===== config.mk =====
export PLATFORM = sky130hd
export DESIGN_NAME = lift_position_pd_with_modes
export DESIGN_NICKNAME = d
export VERILOG_FILES = /design/src/rtl/lpp_pkg.sv /design/src/rtl/lift_position_pd_with_modes.sv /design/src/rtl/lpp_div.sv /design/src/rtl/lpp_mode.sv /design/src/rtl/lpp_pd.sv
export SDC_FILE = /design/constraint.sdc
export NUM_CORES = 2
export LEC_CHECK = 0
export BUFFER_PORTS_ARGS = -buffer_cell sky130_fd_sc_hd__buf_2
export CAP_MARGIN = 10
export CORE_AREA = 2 2 360 362
export DETAILED_ROUTE_END_ITERATION = 16
export DIE_AREA = 0 0 362 364
export GPL_ROUTABILITY_DRIVEN = 0
export HOLD_SLACK_MARGIN = 0.1
export PLACE_DENSITY_LB_ADDON = 0.05
export SLEW_MARGIN = 20
export SYNTH_ARGS = -nofsm -noshare
export SYNTH_HDL_FRONTEND = slang
export SYNTH_HIERARCHICAL = 1
export SYNTH_SLANG_ARGS = --single-unit

===== constraint.sdc =====
create_clock -name clock -period 15.5 [get_ports clock]
set_clock_uncertainty 0.2 [all_clocks]
set_input_delay 3.1 -clock clock [delete_from_list [all_inputs] [get_ports clock]]
set_output_delay 3.1 -clock clock [all_outputs]
set_load 0.02 [all_outputs]

===== src/rtl/lpp_pkg.sv =====
// Lift position controller package: widths, codes, reset values and the
// request, result, register and mode-status struct types.
// No dependencies; imported by every module of the block.
package lpp_pkg;

   // Field widths
   localparam int POS_FRAC_BITS = 4;
   localparam int TARGET_W      = 12;
   localparam int POS_W         = 20;
   localparam int TIME_W        = 32;
   localparam int GAIN_W        = 16;
   localparam int DRIVE_W       = 8;
   localparam int MODE_W        = 2;
   localparam int CSR_IDX_W     = 3;
   localparam int CSR_DATA_W    = 16;

   // PD datapath widths
   localparam int TGT_SCALED_W = TARGET_W + POS_FRAC_BITS + 1;
   localparam int ERR_W  = ((TGT_SCALED_W > POS_W) ? TGT_SCALED_W : POS_W) + 1;
   localparam int DIFF_W = ERR_W + 1;
   localparam int NUM_W  = DIFF_W - 1 + 10;   // |diff| * 1000
   localparam int RATE_W = NUM_W - 3;         // divided by at least 10
   localparam int MUL_A_W = 32;
   localparam int MUL_B_W = RATE_W;
   localparam int PROD_W  = MUL_A_W + 1 + MUL_B_W;
   localparam int ACC_W   = MUL_A_W + ERR_W + 2;
   localparam int ACC_SHIFT = 16 + POS_FRAC_BITS;
   localparam int CMP_W     = ERR_W + 8;
   localparam int DIV_CNT_W = $clog2(NUM_W + 1);

   // Arithmetic constants
   localparam int GAIN_SHIFT = 8;
   localparam int MIN_DT_MS  = 10;
   localparam int RATE_SCALE = 1000;
   localparam logic signed [DRIVE_W-1:0] MANUAL_DRIVE = 8'sd127;

   // Lift mode codes
   localparam logic [MODE_W-1:0] MODE_RESET = 2'd0;
   localparam logic [MODE_W-1:0] MODE_LOAD  = 2'd1;
   localparam logic [MODE_W-1:0] MODE_SCORE = 2'd2;

   // Request function codes
   localparam logic FUNC_TICK       = 1'b0;
   localparam logic FUNC_SET_TARGET = 1'b1;

   // Register indexes
   localparam logic [CSR_IDX_W-1:0] CSR_GAIN_UP       = 3'd0;
   localparam logic [CSR_IDX_W-1:0] CSR_GAIN_DOWN     = 3'd1;
   localparam logic [CSR_IDX_W-1:0] CSR_GAIN_DERIV    = 3'd2;
   localparam logic [CSR_IDX_W-1:0] CSR_DOWN_SCALE    = 3'd3;
   localparam logic [CSR_IDX_W-1:0] CSR_LOAD_POSITION = 3'd4;
   localparam logic [CSR_IDX_W-1:0] CSR_HOLD_MS       = 3'd5;
   localparam logic [CSR_IDX_W-1:0] CSR_SETTLE_BAND   = 3'd6;
   localparam logic [CSR_IDX_W-1:0] CSR_DRIVE_LIMIT   = 3'd7;

   // Register reset values
   localparam logic [15:0] RST_GAIN_UP       = 16'd205;
   localparam logic [15:0] RST_GAIN_DOWN     = 16'd205;
   localparam logic [15:0] RST_GAIN_DERIV    = 16'd0;
   localparam logic [15:0] RST_DOWN_SCALE    = 16'd256;
   localparam logic [11:0] RST_LOAD_POSITION = 12'd160;
   localparam logic [15:0] RST_HOLD_MS       = 16'd500;
   localparam logic [7:0]  RST_SETTLE_BAND   = 8'd5;
   localparam logic [6:0]  RST_DRIVE_LIMIT   = 7'd80;

   typedef struct packed {
      logic                       func;
      logic [TIME_W-1:0]          now_ms;
      logic signed [POS_W-1:0]    position;
      logic                       l2_new_press;
      logic                       l2_held;
      logic                       r2_held;
      logic [TARGET_W-1:0]        new_target;
   } req_type;

   typedef struct packed {
      logic                       drive_brake;
      logic signed [DRIVE_W-1:0]  drive_value;
      logic [MODE_W-1:0]          lift_mode;
      logic                       auto_mode;
      logic [TARGET_W-1:0]        target_position;
   } rsp_type;

   typedef struct packed {
      logic [15:0] gain_up;
      logic [15:0] gain_down;
      logic [15:0] gain_deriv;
      logic [15:0] down_scale;
      logic [11:0] load_position;
      logic [15:0] hold_ms;
      logic [7:0]  settle_band;
      logic [6:0]  drive_limit;
   } cfg_type;

   typedef struct packed {
      logic [MODE_W-1:0]          mode;
      logic [TARGET_W-1:0]        target;
      logic                       auto_mode;
      logic                       manual_run;
      logic                       brake;
      logic signed [DRIVE_W-1:0]  manual_drive;
   } mode_status_type;

endpackage


===== src/rtl/lift_position_pd_with_modes.sv =====
// Lift arm position controller, top level: request and result channels,
// register port, sequencing. Depends on lpp_pkg, lpp_mode, lpp_pd, lpp_div.
//
// Use:
//  - req_valid/req_stall/req_data carry one request. func = set target
//    loads new_target, enters autonomous mode and returns no result.
//    func = tick runs the mode machine and then either manual drive or a
//    PD step, and returns exactly one result on rsp_valid/rsp_data.
//  - A request is taken when req_valid is high and req_stall is low. The
//    block works on one request at a time and holds req_stall high until
//    its result sits in the output register.
//  - A set-target request passes T_MODE only; a manual-drive tick passes
//    T_MODE, T_DISPATCH and T_LOAD; a PD tick also waits in T_PD for the
//    PD engine, whose run is dominated by the restoring divider of the rate
//    term (one quotient bit per cycle, 31 bits). A new request waits for T_IDLE.
//  - When rsp_stall is high the result holds in the output register; a
//    finished request waits for a free slot before req_stall drops.
//  - csr_valid/csr_index/csr_wdata write one register per cycle; csr_ready
//    is always high. Write only while no request is in flight.
//  - Synchronous reset returns all registers to their defaults, mode to
//    RESET, target 0, autonomous mode off, and clears the PD history.
module lift_position_pd_with_modes (
   input  logic                              clock,
   input  logic                              reset,
   input  logic                              req_valid,
   output logic                              req_stall,
   input  lpp_pkg::req_type                  req_data,
   output logic                              rsp_valid,
   input  logic                              rsp_stall,
   output lpp_pkg::rsp_type                  rsp_data,
   input  logic                              csr_valid,
   output logic                              csr_ready,
   input  logic [lpp_pkg::CSR_IDX_W-1:0]     csr_index,
   input  logic [lpp_pkg::CSR_DATA_W-1:0]    csr_wdata
);
   import lpp_pkg::*;

   typedef enum logic [4:0] {
      T_IDLE     = 5'b00001,
      T_MODE     = 5'b00010,
      T_DISPATCH = 5'b00100,
      T_PD       = 5'b01000,
      T_LOAD     = 5'b10000
   } top_state_type;

   top_state_type   state_ff, state_in;
   req_type         req_ff;
   cfg_type         cfg_ff, cfg_in;
   rsp_type         rsp_ff, rsp_in;
   logic            rsp_valid_ff, rsp_valid_in;
   mode_status_type status;
   logic            req_take;
   logic            tick_en;
   logic            set_en;
   logic            pd_start;
   logic            pd_done;
   logic signed [DRIVE_W-1:0] pd_drive;
   logic            slot_free;

   assign req_stall = (state_ff != T_IDLE);
   assign req_take  = req_valid && !req_stall;
   assign csr_ready = 1'b1;

   // register file
   always_comb begin
      cfg_in = cfg_ff;
      if (csr_valid && csr_ready) begin
         case (csr_index)
            CSR_GAIN_UP:       cfg_in.gain_up       = csr_wdata;
            CSR_GAIN_DOWN:     cfg_in.gain_down     = csr_wdata;
            CSR_GAIN_DERIV:    cfg_in.gain_deriv    = csr_wdata;
            CSR_DOWN_SCALE:    cfg_in.down_scale    = csr_wdata;
            CSR_LOAD_POSITION: cfg_in.load_position = csr_wdata[11:0];
            CSR_HOLD_MS:       cfg_in.hold_ms       = csr_wdata;
            CSR_SETTLE_BAND:   cfg_in.settle_band   = csr_wdata[7:0];
            CSR_DRIVE_LIMIT:   cfg_in.drive_limit   = csr_wdata[6:0];
            default:           cfg_in = cfg_ff;
         endcase
      end
   end

   // mode machine is applied in T_MODE, from the latched request
   assign tick_en = (state_ff == T_MODE) && (req_ff.func == FUNC_TICK);
   assign set_en  = (state_ff == T_MODE) && (req_ff.func == FUNC_SET_TARGET);

   lpp_mode u_mode (
      .clock   (clock),
      .reset   (reset),
      .tick_en (tick_en),
      .set_en  (set_en),
      .req     (req_ff),
      .cfg     (cfg_ff),
      .status  (status)
   );

   // PD runs on the target left by the mode machine
   assign pd_start = (state_ff == T_DISPATCH) && !status.manual_run;

   lpp_pd u_pd (
      .clock    (clock),
      .reset    (reset),
      .start    (pd_start),
      .now_ms   (req_ff.now_ms),
      .position (req_ff.position),
      .target   (status.target),
      .cfg      (cfg_ff),
      .done     (pd_done),
      .drive    (pd_drive)
   );

   assign slot_free = !rsp_valid_ff || !rsp_stall;

   always_comb begin
      state_in = state_ff;
      case (state_ff)
         T_IDLE: if (req_take) state_in = T_MODE;
         T_MODE: begin
            if (req_ff.func == FUNC_SET_TARGET) begin
               state_in = T_IDLE;
            end else begin
               state_in = T_DISPATCH;
            end
         end
         T_DISPATCH: state_in = status.manual_run ? T_LOAD : T_PD;
         T_PD:       if (pd_done) state_in = T_LOAD;
         T_LOAD:     if (slot_free) state_in = T_IDLE;
         default:    state_in = T_IDLE;
      endcase
   end

   // result assembly; brake is only ever set on a manual tick
   always_comb begin
      rsp_in                 = rsp_ff;
      rsp_valid_in           = rsp_valid_ff;
      if (rsp_valid_ff && !rsp_stall) begin
         rsp_valid_in = 1'b0;
      end
      if (state_ff == T_LOAD && slot_free) begin
         rsp_valid_in           = 1'b1;
         rsp_in.drive_brake     = status.brake;
         rsp_in.drive_value     = status.manual_run ? status.manual_drive : pd_drive;
         rsp_in.lift_mode       = status.mode;
         rsp_in.auto_mode       = status.auto_mode;
         rsp_in.target_position = status.target;
      end
   end

   always_ff @(posedge clock) begin
      if (reset) begin
         state_ff     <= T_IDLE;
         rsp_valid_ff <= 1'b0;
         cfg_ff.gain_up       <= RST_GAIN_UP;
         cfg_ff.gain_down     <= RST_GAIN_DOWN;
         cfg_ff.gain_deriv    <= RST_GAIN_DERIV;
         cfg_ff.down_scale    <= RST_DOWN_SCALE;
         cfg_ff.load_position <= RST_LOAD_POSITION;
         cfg_ff.hold_ms       <= RST_HOLD_MS;
         cfg_ff.settle_band   <= RST_SETTLE_BAND;
         cfg_ff.drive_limit   <= RST_DRIVE_LIMIT;
      end else begin
         state_ff     <= state_in;
         rsp_valid_ff <= rsp_valid_in;
         cfg_ff       <= cfg_in;
      end
   end

   always_ff @(posedge clock) begin
      if (req_take) begin
         req_ff <= req_data;
      end
      rsp_ff <= rsp_in;
   end

   assign rsp_valid = rsp_valid_ff;
   assign rsp_data  = rsp_ff;

`ifndef NO_ASSERTIONS
   a_rsp_from_load: assert property (@(posedge clock) disable iff (reset)
      $rose(rsp_valid) |-> $past(state_ff == T_LOAD))
      else $error("result appeared outside the load step");

   a_brake_zero: assert property (@(posedge clock) disable iff (reset)
      (rsp_valid && rsp_data.drive_brake) |-> (rsp_data.drive_value == '0))
      else $error("brake result with nonzero drive");

   a_pd_limit: assert property (@(posedge clock) disable iff (reset)
      (state_ff == T_LOAD && !status.manual_run) |->
         (pd_drive <= $signed({1'b0, cfg_ff.drive_limit}) &&
          pd_drive >= -$signed({1'b0, cfg_ff.drive_limit})))
      else $error("PD drive outside the drive limit");

   a_pd_done_owned: assert property (@(posedge clock) disable iff (reset)
      pd_done |-> (state_ff == T_PD))
      else $error("PD step finished while not awaited");
`endif

endmodule


===== src/rtl/lpp_div.sv =====
// Restoring divider, one quotient bit per cycle, for the error-rate term.
// Depends on lpp_pkg.
module lpp_div (
   input  logic                      clock,
   input  logic                      reset,
   input  logic                      start,
   input  logic [lpp_pkg::NUM_W-1:0]  num,
   input  logic [lpp_pkg::TIME_W-1:0] den,
   output logic                      busy,
   output logic [lpp_pkg::NUM_W-1:0]  quot
);
   import lpp_pkg::*;

   logic [TIME_W-1:0]    rem_ff, rem_in;
   logic [NUM_W-1:0]     quo_ff, quo_in;
   logic [DIV_CNT_W-1:0] cnt_ff, cnt_in;
   logic                 busy_ff, busy_in;
   logic [TIME_W:0]      rem_shift;
   logic [TIME_W:0]      trial;
   logic                 fits;

   // remainder stays below den, so the shifted value fits TIME_W+1 bits
   assign rem_shift = {rem_ff, quo_ff[NUM_W-1]};
   assign trial     = rem_shift - {1'b0, den};
   assign fits      = !trial[TIME_W];

   always_comb begin
      rem_in  = rem_ff;
      quo_in  = quo_ff;
      cnt_in  = cnt_ff;
      busy_in = busy_ff;
      if (start) begin
         rem_in  = '0;
         quo_in  = num;
         cnt_in  = DIV_CNT_W'(NUM_W);
         busy_in = 1'b1;
      end else if (busy_ff) begin
         rem_in  = fits ? trial[TIME_W-1:0] : rem_shift[TIME_W-1:0];
         quo_in  = {quo_ff[NUM_W-2:0], fits};
         cnt_in  = cnt_ff - 1'b1;
         busy_in = (cnt_ff != DIV_CNT_W'(1));
      end
   end

   always_ff @(posedge clock) begin
      if (reset) begin
         cnt_ff  <= '0;
         busy_ff <= 1'b0;
      end else begin
         cnt_ff  <= cnt_in;
         busy_ff <= busy_in;
      end
   end

   always_ff @(posedge clock) begin
      rem_ff <= rem_in;
      quo_ff <= quo_in;
   end

   assign busy = busy_ff;
   assign quot = quo_ff;

endmodule


===== src/rtl/lpp_mode.sv =====
// RESET/LOAD/SCORE mode machine, target, autonomous flag and R2 hold timer.
// Depends on lpp_pkg.
module lpp_mode (
   input  logic                     clock,
   input  logic                     reset,
   input  logic                     tick_en,
   input  logic                     set_en,
   input  lpp_pkg::req_type         req,
   input  lpp_pkg::cfg_type         cfg,
   output lpp_pkg::mode_status_type status
);
   import lpp_pkg::*;

   logic [MODE_W-1:0]         mode_ff, mode_in;
   logic [TARGET_W-1:0]       target_ff, target_in;
   logic                      manual_ff, manual_in;
   logic                      auto_ff, auto_in;
   logic                      hold_active_ff, hold_active_in;
   logic [TIME_W-1:0]         hold_start_ff, hold_start_in;
   logic                      run_manual_ff, run_manual_in;
   logic                      brake_ff, brake_in;
   logic signed [DRIVE_W-1:0] mdrive_ff, mdrive_in;
   logic [TIME_W-1:0]         hold_elapsed;
   logic                      hold_long;

   always_comb begin
      mode_in        = mode_ff;
      target_in      = target_ff;
      manual_in      = manual_ff;
      auto_in        = auto_ff;
      hold_active_in = hold_active_ff;
      hold_start_in  = hold_start_ff;
      run_manual_in  = run_manual_ff;
      brake_in       = brake_ff;
      mdrive_in      = mdrive_ff;
      hold_elapsed   = '0;
      hold_long      = 1'b0;
      if (set_en) begin
         target_in = req.new_target;
         auto_in   = 1'b1;
         manual_in = 1'b0;
      end else if (tick_en) begin
         run_manual_in = 1'b0;
         brake_in      = 1'b0;
         mdrive_in     = '0;
         if (!auto_ff) begin
            if (req.l2_new_press) begin
               if (mode_ff == MODE_RESET) begin
                  mode_in   = MODE_LOAD;
                  target_in = cfg.load_position;
                  manual_in = 1'b0;
               end else if (mode_ff == MODE_LOAD) begin
                  mode_in   = MODE_SCORE;
                  manual_in = 1'b1;
               end
            end
            if (mode_in == MODE_LOAD && req.r2_held) begin
               mode_in   = MODE_RESET;
               target_in = '0;
               manual_in = 1'b0;
            end
            // hold timer runs in SCORE and RESET while R2 is down
            if ((mode_in == MODE_SCORE || mode_in == MODE_RESET) && req.r2_held) begin
               if (!hold_active_in) begin
                  hold_start_in  = req.now_ms;
                  hold_active_in = 1'b1;
               end
               hold_elapsed = req.now_ms - hold_start_in;
               hold_long    = hold_elapsed > TIME_W'(cfg.hold_ms);
            end
            if (mode_in == MODE_SCORE) begin
               if (req.r2_held) begin
                  if (hold_long) begin
                     mode_in        = MODE_RESET;
                     target_in      = '0;
                     manual_in      = 1'b0;
                     hold_active_in = 1'b0;
                  end
               end else if (hold_active_in) begin
                  // short press released: back to LOAD
                  mode_in        = MODE_LOAD;
                  target_in      = cfg.load_position;
                  manual_in      = 1'b0;
                  hold_active_in = 1'b0;
               end
            end else if (mode_in == MODE_RESET && req.r2_held) begin
               if (hold_long) begin
                  target_in      = '0;
                  hold_active_in = 1'b0;
               end
            end else begin
               hold_active_in = 1'b0;
            end
            if (mode_in == MODE_SCORE && manual_in) begin
               run_manual_in = 1'b1;
               if (req.l2_held) begin
                  mdrive_in = MANUAL_DRIVE;
               end else if (req.r2_held) begin
                  mdrive_in = -MANUAL_DRIVE;
               end else begin
                  brake_in = 1'b1;
               end
            end
         end
         if (req.l2_held || req.r2_held) begin
            auto_in = 1'b0;
         end
      end
   end

   always_ff @(posedge clock) begin
      if (reset) begin
         mode_ff        <= MODE_RESET;
         target_ff      <= '0;
         manual_ff      <= 1'b0;
         auto_ff        <= 1'b0;
         hold_active_ff <= 1'b0;
         hold_start_ff  <= '0;
         run_manual_ff  <= 1'b0;
         brake_ff       <= 1'b0;
         mdrive_ff      <= '0;
      end else begin
         mode_ff        <= mode_in;
         target_ff      <= target_in;
         manual_ff      <= manual_in;
         auto_ff        <= auto_in;
         hold_active_ff <= hold_active_in;
         hold_start_ff  <= hold_start_in;
         run_manual_ff  <= run_manual_in;
         brake_ff       <= brake_in;
         mdrive_ff      <= mdrive_in;
      end
   end

   assign status.mode         = mode_ff;
   assign status.target       = target_ff;
   assign status.auto_mode    = auto_ff;
   assign status.manual_run   = run_manual_ff;
   assign status.brake        = brake_ff;
   assign status.manual_drive = mdrive_ff;

endmodule


===== src/rtl/lpp_pd.sv =====
// PD step engine: one shared registered multiplier and the iterative divider
// under a small sequencer; holds the previous error and time.
// Depends on lpp_pkg and lpp_div.
module lpp_pd (
   input  logic                              clock,
   input  logic                              reset,
   input  logic                              start,
   input  logic [lpp_pkg::TIME_W-1:0]        now_ms,
   input  logic signed [lpp_pkg::POS_W-1:0]  position,
   input  logic [lpp_pkg::TARGET_W-1:0]      target,
   input  lpp_pkg::cfg_type                  cfg,
   output logic                              done,
   output logic signed [lpp_pkg::DRIVE_W-1:0] drive
);
   import lpp_pkg::*;

   typedef enum logic [9:0] {
      P_IDLE = 10'b00_0000_0001,
      P_ERR  = 10'b00_0000_0010,
      P_RMUL = 10'b00_0000_0100,
      P_GMUL = 10'b00_0000_1000,
      P_EMUL = 10'b00_0001_0000,
      P_ACC  = 10'b00_0010_0000,
      P_DIV  = 10'b00_0100_0000,
      P_DMUL = 10'b00_1000_0000,
      P_SUM  = 10'b01_0000_0000,
      P_FIN  = 10'b10_0000_0000
   } pd_state_type;

   pd_state_type state_ff, state_in;

   logic signed [ERR_W-1:0]   prev_error_ff, prev_error_in;
   logic [TIME_W-1:0]         prev_time_ff, prev_time_in;
   logic signed [ERR_W-1:0]   e_ff;
   logic signed [DIFF_W-1:0]  diff_ff;
   logic [TIME_W-1:0]         dt_ff;
   logic signed [RATE_W-1:0]  rate_ff;
   logic signed [ACC_W-1:0]   acc_ff;
   logic signed [PROD_W-1:0]  prod_ff;
   logic signed [DRIVE_W-1:0] drive_ff;
   logic                      done_ff;

   logic signed [ERR_W-1:0]   e_calc;
   logic signed [DIFF_W-1:0]  diff_calc;
   logic [TIME_W-1:0]         elapsed;
   logic [DIFF_W-2:0]         diff_mag;
   logic                      e_pos;
   logic [MUL_A_W-1:0]        mul_a;
   logic signed [MUL_B_W-1:0] mul_b;
   logic                      div_start;
   logic                      div_busy;
   logic [NUM_W-1:0]          div_quot;
   logic signed [RATE_W-1:0]  q_trunc;
   logic signed [ACC_W-1:0]   lim;
   logic signed [ACC_W-1:0]   acc_clamp;
   logic [ACC_W-1:0]          acc_mag;
   logic [ACC_W-1:0]          acc_shr;
   logic [DRIVE_W-2:0]        drive_mag;
   logic signed [DRIVE_W-1:0] drive_calc;
   logic [ERR_W-1:0]          e_mag;
   logic                      settled;

   assign e_calc    = $signed(ERR_W'(target) << POS_FRAC_BITS) - ERR_W'(position);
   assign diff_calc = DIFF_W'(e_calc) - DIFF_W'(prev_error_ff);
   assign elapsed   = now_ms - prev_time_ff;
   assign diff_mag  = diff_ff[DIFF_W-1] ? (DIFF_W-1)'(-diff_ff) : (DIFF_W-1)'(diff_ff);
   assign e_pos     = !e_ff[ERR_W-1] && (e_ff != '0);

   // operand select for the shared multiplier
   always_comb begin
      mul_a = '0;
      mul_b = '0;
      case (state_ff)
         P_RMUL: begin
            mul_a = MUL_A_W'(RATE_SCALE);
            mul_b = $signed(MUL_B_W'(diff_mag));
         end
         P_GMUL: begin
            mul_a = MUL_A_W'(cfg.gain_down);
            mul_b = $signed(MUL_B_W'(cfg.down_scale));
         end
         P_EMUL: begin
            mul_a = e_pos ? (MUL_A_W'(cfg.gain_up) << GAIN_SHIFT) : prod_ff[MUL_A_W-1:0];
            mul_b = MUL_B_W'(e_ff);
         end
         P_DMUL: begin
            mul_a = MUL_A_W'(cfg.gain_deriv) << GAIN_SHIFT;
            mul_b = rate_ff;
         end
         default: begin
            mul_a = '0;
            mul_b = '0;
         end
      endcase
   end

   assign div_start = (state_ff == P_GMUL);

   lpp_div u_div (
      .clock (clock),
      .reset (reset),
      .start (div_start),
      .num   (prod_ff[NUM_W-1:0]),
      .den   (dt_ff),
      .busy  (div_busy),
      .quot  (div_quot)
   );

   assign q_trunc = $signed(div_quot[RATE_W-1:0]);

   // clamp, scale down toward zero, settle window
   assign lim       = $signed(ACC_W'(cfg.drive_limit) << ACC_SHIFT);
   assign acc_clamp = (acc_ff > lim) ? lim : ((acc_ff < -lim) ? -lim : acc_ff);
   assign acc_mag   = acc_clamp[ACC_W-1] ? ACC_W'(-acc_clamp) : ACC_W'(acc_clamp);
   assign acc_shr   = acc_mag >> ACC_SHIFT;
   assign drive_mag = acc_shr[DRIVE_W-2:0];
   assign drive_calc = acc_clamp[ACC_W-1] ? -$signed({1'b0, drive_mag})
                                          : $signed({1'b0, drive_mag});
   assign e_mag   = e_ff[ERR_W-1] ? ERR_W'(-e_ff) : ERR_W'(e_ff);
   assign settled = (target == '0) &&
                    (CMP_W'(e_mag) < (CMP_W'(cfg.settle_band) << POS_FRAC_BITS));

   always_comb begin
      state_in      = state_ff;
      prev_error_in = prev_error_ff;
      prev_time_in  = prev_time_ff;
      case (state_ff)
         P_IDLE: if (start) state_in = P_ERR;
         P_ERR:  state_in = P_RMUL;
         P_RMUL: state_in = P_GMUL;
         P_GMUL: state_in = P_EMUL;
         P_EMUL: state_in = P_ACC;
         P_ACC:  state_in = P_DIV;
         P_DIV:  if (!div_busy) state_in = P_DMUL;
         P_DMUL: state_in = P_SUM;
         P_SUM:  state_in = P_FIN;
         P_FIN: begin
            state_in      = P_IDLE;
            prev_error_in = e_ff;
            prev_time_in  = now_ms;
         end
         default: state_in = P_IDLE;
      endcase
   end

   always_ff @(posedge clock) begin
      if (reset) begin
         state_ff      <= P_IDLE;
         prev_error_ff <= '0;
         prev_time_ff  <= '0;
         done_ff       <= 1'b0;
      end else begin
         state_ff      <= state_in;
         prev_error_ff <= prev_error_in;
         prev_time_ff  <= prev_time_in;
         done_ff       <= (state_ff == P_FIN);
      end
   end

   always_ff @(posedge clock) begin
      prod_ff <= $signed({1'b0, mul_a}) * mul_b;
      if (state_ff == P_ERR) begin
         e_ff    <= e_calc;
         diff_ff <= diff_calc;
         dt_ff   <= (elapsed < TIME_W'(MIN_DT_MS)) ? TIME_W'(MIN_DT_MS) : elapsed;
      end
      if (state_ff == P_DIV && !div_busy) begin
         rate_ff <= diff_ff[DIFF_W-1] ? -q_trunc : q_trunc;
      end
      if (state_ff == P_ACC) begin
         acc_ff <= $signed(prod_ff[ACC_W-1:0]);
      end else if (state_ff == P_SUM) begin
         acc_ff <= acc_ff + $signed(prod_ff[ACC_W-1:0]);
      end
      if (state_ff == P_FIN) begin
         drive_ff <= settled ? '0 : drive_calc;
      end
   end

   assign done  = done_ff;
   assign drive = drive_ff;

endmodule


==> results.yml <==
cells_and_area:
  stdcell_area_um2: 68500
  area_growth_pct: 7.96
  layoutNonFillerInstCount: 8843
  drive_gt1_share_pct: 6.88
  finalNetCount: 8460
synth:
  yosys.cell_types.count: 121
  synth_seq_cells: 613
  synthDominantCellAreaShare_pct: 24.5
  synth_top_cells_by_area: "fa_1 24%, edfxtp_1 14%, dfxtp_1 10%"
  synth-main-ff-cell: "dfxtp_1"
  yosysTopAreaCell: "fa_1"
  ys_seq_area_share_pct: 23.9
  syn_nets: 8453
  synthCells: 7096
  synthArstFlopShare_pct: 0
  synth_area_per_cell_um2: 8.94
  yosysWarnings: 6
  netlist_area_um2: 63500
  synth_edf_count: 289
placed_design:
  placedCellCount: 8702
  portBuffers: 117
  place_area_um2: 65900
  dpl.hpwl_um: 157000
timing:
  worstMarginPinSlew_ns: 1.19
  setup_viol: 0
  slew_headroom_pct: 20.7
  min_period_over_period_pct: 81.3
  max_freq_mhz: 79.4
  final.min_clock_period_ns: 12.59
  fin_setup_tns_ns: 0
  holdWs_ns: 0.252
  rsz0062_at_grt: "false"
  drv_slew: 0
  hold_viol: 0
routing:
  drt-met1-wl_um: 83800
  viasPerCell: 5.72
  met3WireLength_um: 15900
  avgRoutedWirePerCell_um: 22.9
  drc: 0
  postRouteAntennaNets: 0
  dr_wl_met2_um: 89500
  drt_first_pass_iters: 8
  dr_total_vias: 50615
  top_layer: "met4"
  dr.first_iter.drc_count: 4290
  wl_um: 202000
setup_path:
  rr_startpoint: "u_pd/e_ff[0]"
  cp.required_ns: 15.91
  cp-end-kind: "flop"
  max_stage_delay_ns: 0.90
  critPathMaxFanout: 17
  crit_top_cell: "fa_1"
  critical_path_arrival_ns: 13.00
  crit_path_top_delay_cell: "o21ai_1"
  rrSetupSlack_ns: 2.91
  critical_path_class: "reg2reg"
  r2r_end: "u_pd/prod_ff[53]"
  start_kind: "flop"
  ff2ff_path_depth: 35
grt:
  grt_start_max_net_pins: 93
  grt_usage_pct: 30.7
  gr-total-overflow: 0
  grt_pass1_wl_um: 305000
  antenna_found_initial: 1
  grt_pass1_vias: 49745
floorplanning:
  core_um2: 128000
  die_h_um: 364
  die_x_um: 362
  initial_core_util_pct: 49.5
  fp-row-count: 132
  dieArea_um2: 132000
  ioPinCount: 119
clock_tree:
  htreeDepth: 3
  cts_resized: 0
  numCtsBuffers: 74
  cts_tree: "done"
  cts.sinks: 613
  cts_hold_buf: 0
  clk_pin_slew_ns: 0.06
  root_buffer: "clkbuf_16"
  clockBufferDepth: 3
  cts_setup_buffers: 0
  clk_latency_ns: 0.71
power_and_ir_drop:
  powerDensity_nw_per_um2: 61.4
  power.leakage_uw: 0.0306
  max-vdd-ir-drop_mv: 0.0857
run_status:
  status: "finished clean"
worst_hold_path:
  whs_path_depth: 2
  hp-start: "u_pd/prev_time_ff[20]"
  holdPathEnd: "u_pd/prev_time_ff[20]"
  worstHoldPathType: "reg2reg"
run:
  maxCapViolCount: 0
## placed cells by master (no fill, tap or decap), drive strengths merged, types with 14 or more instances in the layout
cell type	Yosys	layout
inv	1065	1067
nand2	1038	1038
fa	776	776
nor2	691	691
ha	489	489
a21oi	434	434
dfxtp	324	324
edfxtp	289	289
buf	63	237
o21ai	236	236
xnor2	170	170
clkbuf	243	112
a21o	105	105
xor2	100	100
o21a	69	69
mux2i	64	64
nand3	64	64
nor3	63	63
a211oi	61	61
nand2b	48	48
mux2	44	44
nand4	40	40
nor2b	39	39
o21bai	35	35
and3	34	34
o31ai	33	33
nor4	33	33
a31oi	31	31
and2	31	31
nand3b	30	30
a22oi	26	26
o211ai	26	26
or3	21	21
clkinv	3	20
a21boi	18	18
a311oi	18	18
a221o	17	17
or2	14	14
## critical path, delay by kind of cell, from the launching register on
| kind | cells | cell delay (ns) |
|---|---|---|
| simple gates | 7 | 2.32 |
| xor+xnor | 1 | 0.13 |
| buf+inv | 5 | 0.29 |
| mux | 1 | 0.25 |
| flops | 1 | 0.41 |
| fa+ha+maj | 9 | 4.23 |
| compound gates | 12 | 4.66 |
## per-layer routing
layer	GRT usage [%]	vias to the layer above
li1	-	23277
met1	40.5	24860
met2	47.6	2038
met3	5.60	440
met4	17.2	0
met5	0	-
## power breakdown
group	total [uW]	internal (uW)	leakage, uW	switching (uW)
clock network	1820	1070	0.00124	746
logic	615	237	0.0243	378
registers	1780	1740	0.00509	36.7
total	4210	3050	0.0306	1160
## area by class of cell
type	count	area [um2]
Multi-Input combinational cell	5109	43200
Timing Repair Buffer	237	1490
Antenna cell	3	7.51
Clock buffer	112	2180
Fill cell	11973	59800
Clock inverter	26	395
Inverter	1068	4010
Sequential cell	613	15200
Tap cell	1675	2100
## worst max-delay path by stage
stage / start / endpoint / slack, ns / depth (start not counted)
after floorplan: u_pd/e_ff[0] / u_pd/prod_ff[53] / 4.65 / 35
after global placement: u_pd/e_ff[0] / u_pd/prod_ff[53] / 3.22 / 37
after detailed placement: u_pd/e_ff[0] / u_pd/prod_ff[53] / 3.14 / 35
after CTS: u_pd/e_ff[0] / u_pd/prod_ff[53] / 3.05 / 35
after global routing: u_pd/e_ff[0] / u_pd/prod_ff[53] / 2.33 / 37
final: u_pd/e_ff[0] / u_pd/prod_ff[53] / 2.91 / 35
## stage by stage
step / setup slack, ns / utilization, % / power, uW
floorplan: 4.65 / - / 2260
global placement: 3.22 / 51.4 / 2410
detailed placement: 3.14 / 51.4 / 2420
CTS: 3.05 / 53.4 / 4250
global route: 2.33 / 53.4 / 4390
finish: 2.91 / 53.4 / 4210
## cell families (layout without fill, tap and decap cells)
kind of cell,count (synthesis),after routing,synth area share (%)
AOI/OAI and AO/OA,1250,1250,12.7
xor gates and xnor gates,270,270,3.76
adders and majority gates,1265,1265,34.1
buffers and inverters,1374,1443,8.38
DFF,613,613,23.9
muxes,108,108,1.79
other,1,4,0.00591
and+or+nand+nor,2215,2215,15.3
## synth_stat cells, types with 11 or more instances
master / n
a21oi_1: 428
ha_1: 489
a22oi_1: 26
edfxtp_1: 289
o21bai_1: 35
inv_1: 1064
a311oi_1: 18
mux2i_1: 64
nor3b_1: 12
a21o_1: 105
and2_1: 28
o211ai_1: 25
xor2_1: 99
a21boi_0: 18
buf_2: 33
xnor2_1: 168
o21ai_0: 211
nand4_1: 40
a211oi_1: 59
nand2_1: 1035
o31ai_1: 33
nor3_1: 62
nand2b_1: 47
nand3_1: 63
o21ai_1: 24
nor4_1: 31
dfxtp_1: 324
nor2b_1: 39
nand3b_1: 30
buf_4: 20
o41ai_1: 11
fa_1: 776
a31oi_1: 29
mux2_2: 44
o21a_1: 69
or3_1: 17
nor2_1: 690
clkbuf_1: 238
a221oi_1: 12
or2_2: 11
o2111ai_1: 12
and3_1: 34
a221o_1: 16
## flip-flops by register name, summed over array words and instances (netlist names), 12 cells and up
signal,flops
u_pd/dt_ff,32
u_pd/acc_ff,55
rsp_data,24
u_pd/rate_ff,28
u_mode/hold_start_ff,32
req_ff,68
u_pd/u_div/rem_ff,32
u_pd/prev_error_ff,21
cfg_ff,107
u_pd/diff_ff,22
u_pd/prev_time_ff,32
u_pd/e_ff,21
u_mode/target_ff,12
u_pd/prod_ff,55
u_pd/u_div/quot,31
Power figures use the tool's default switching activity.
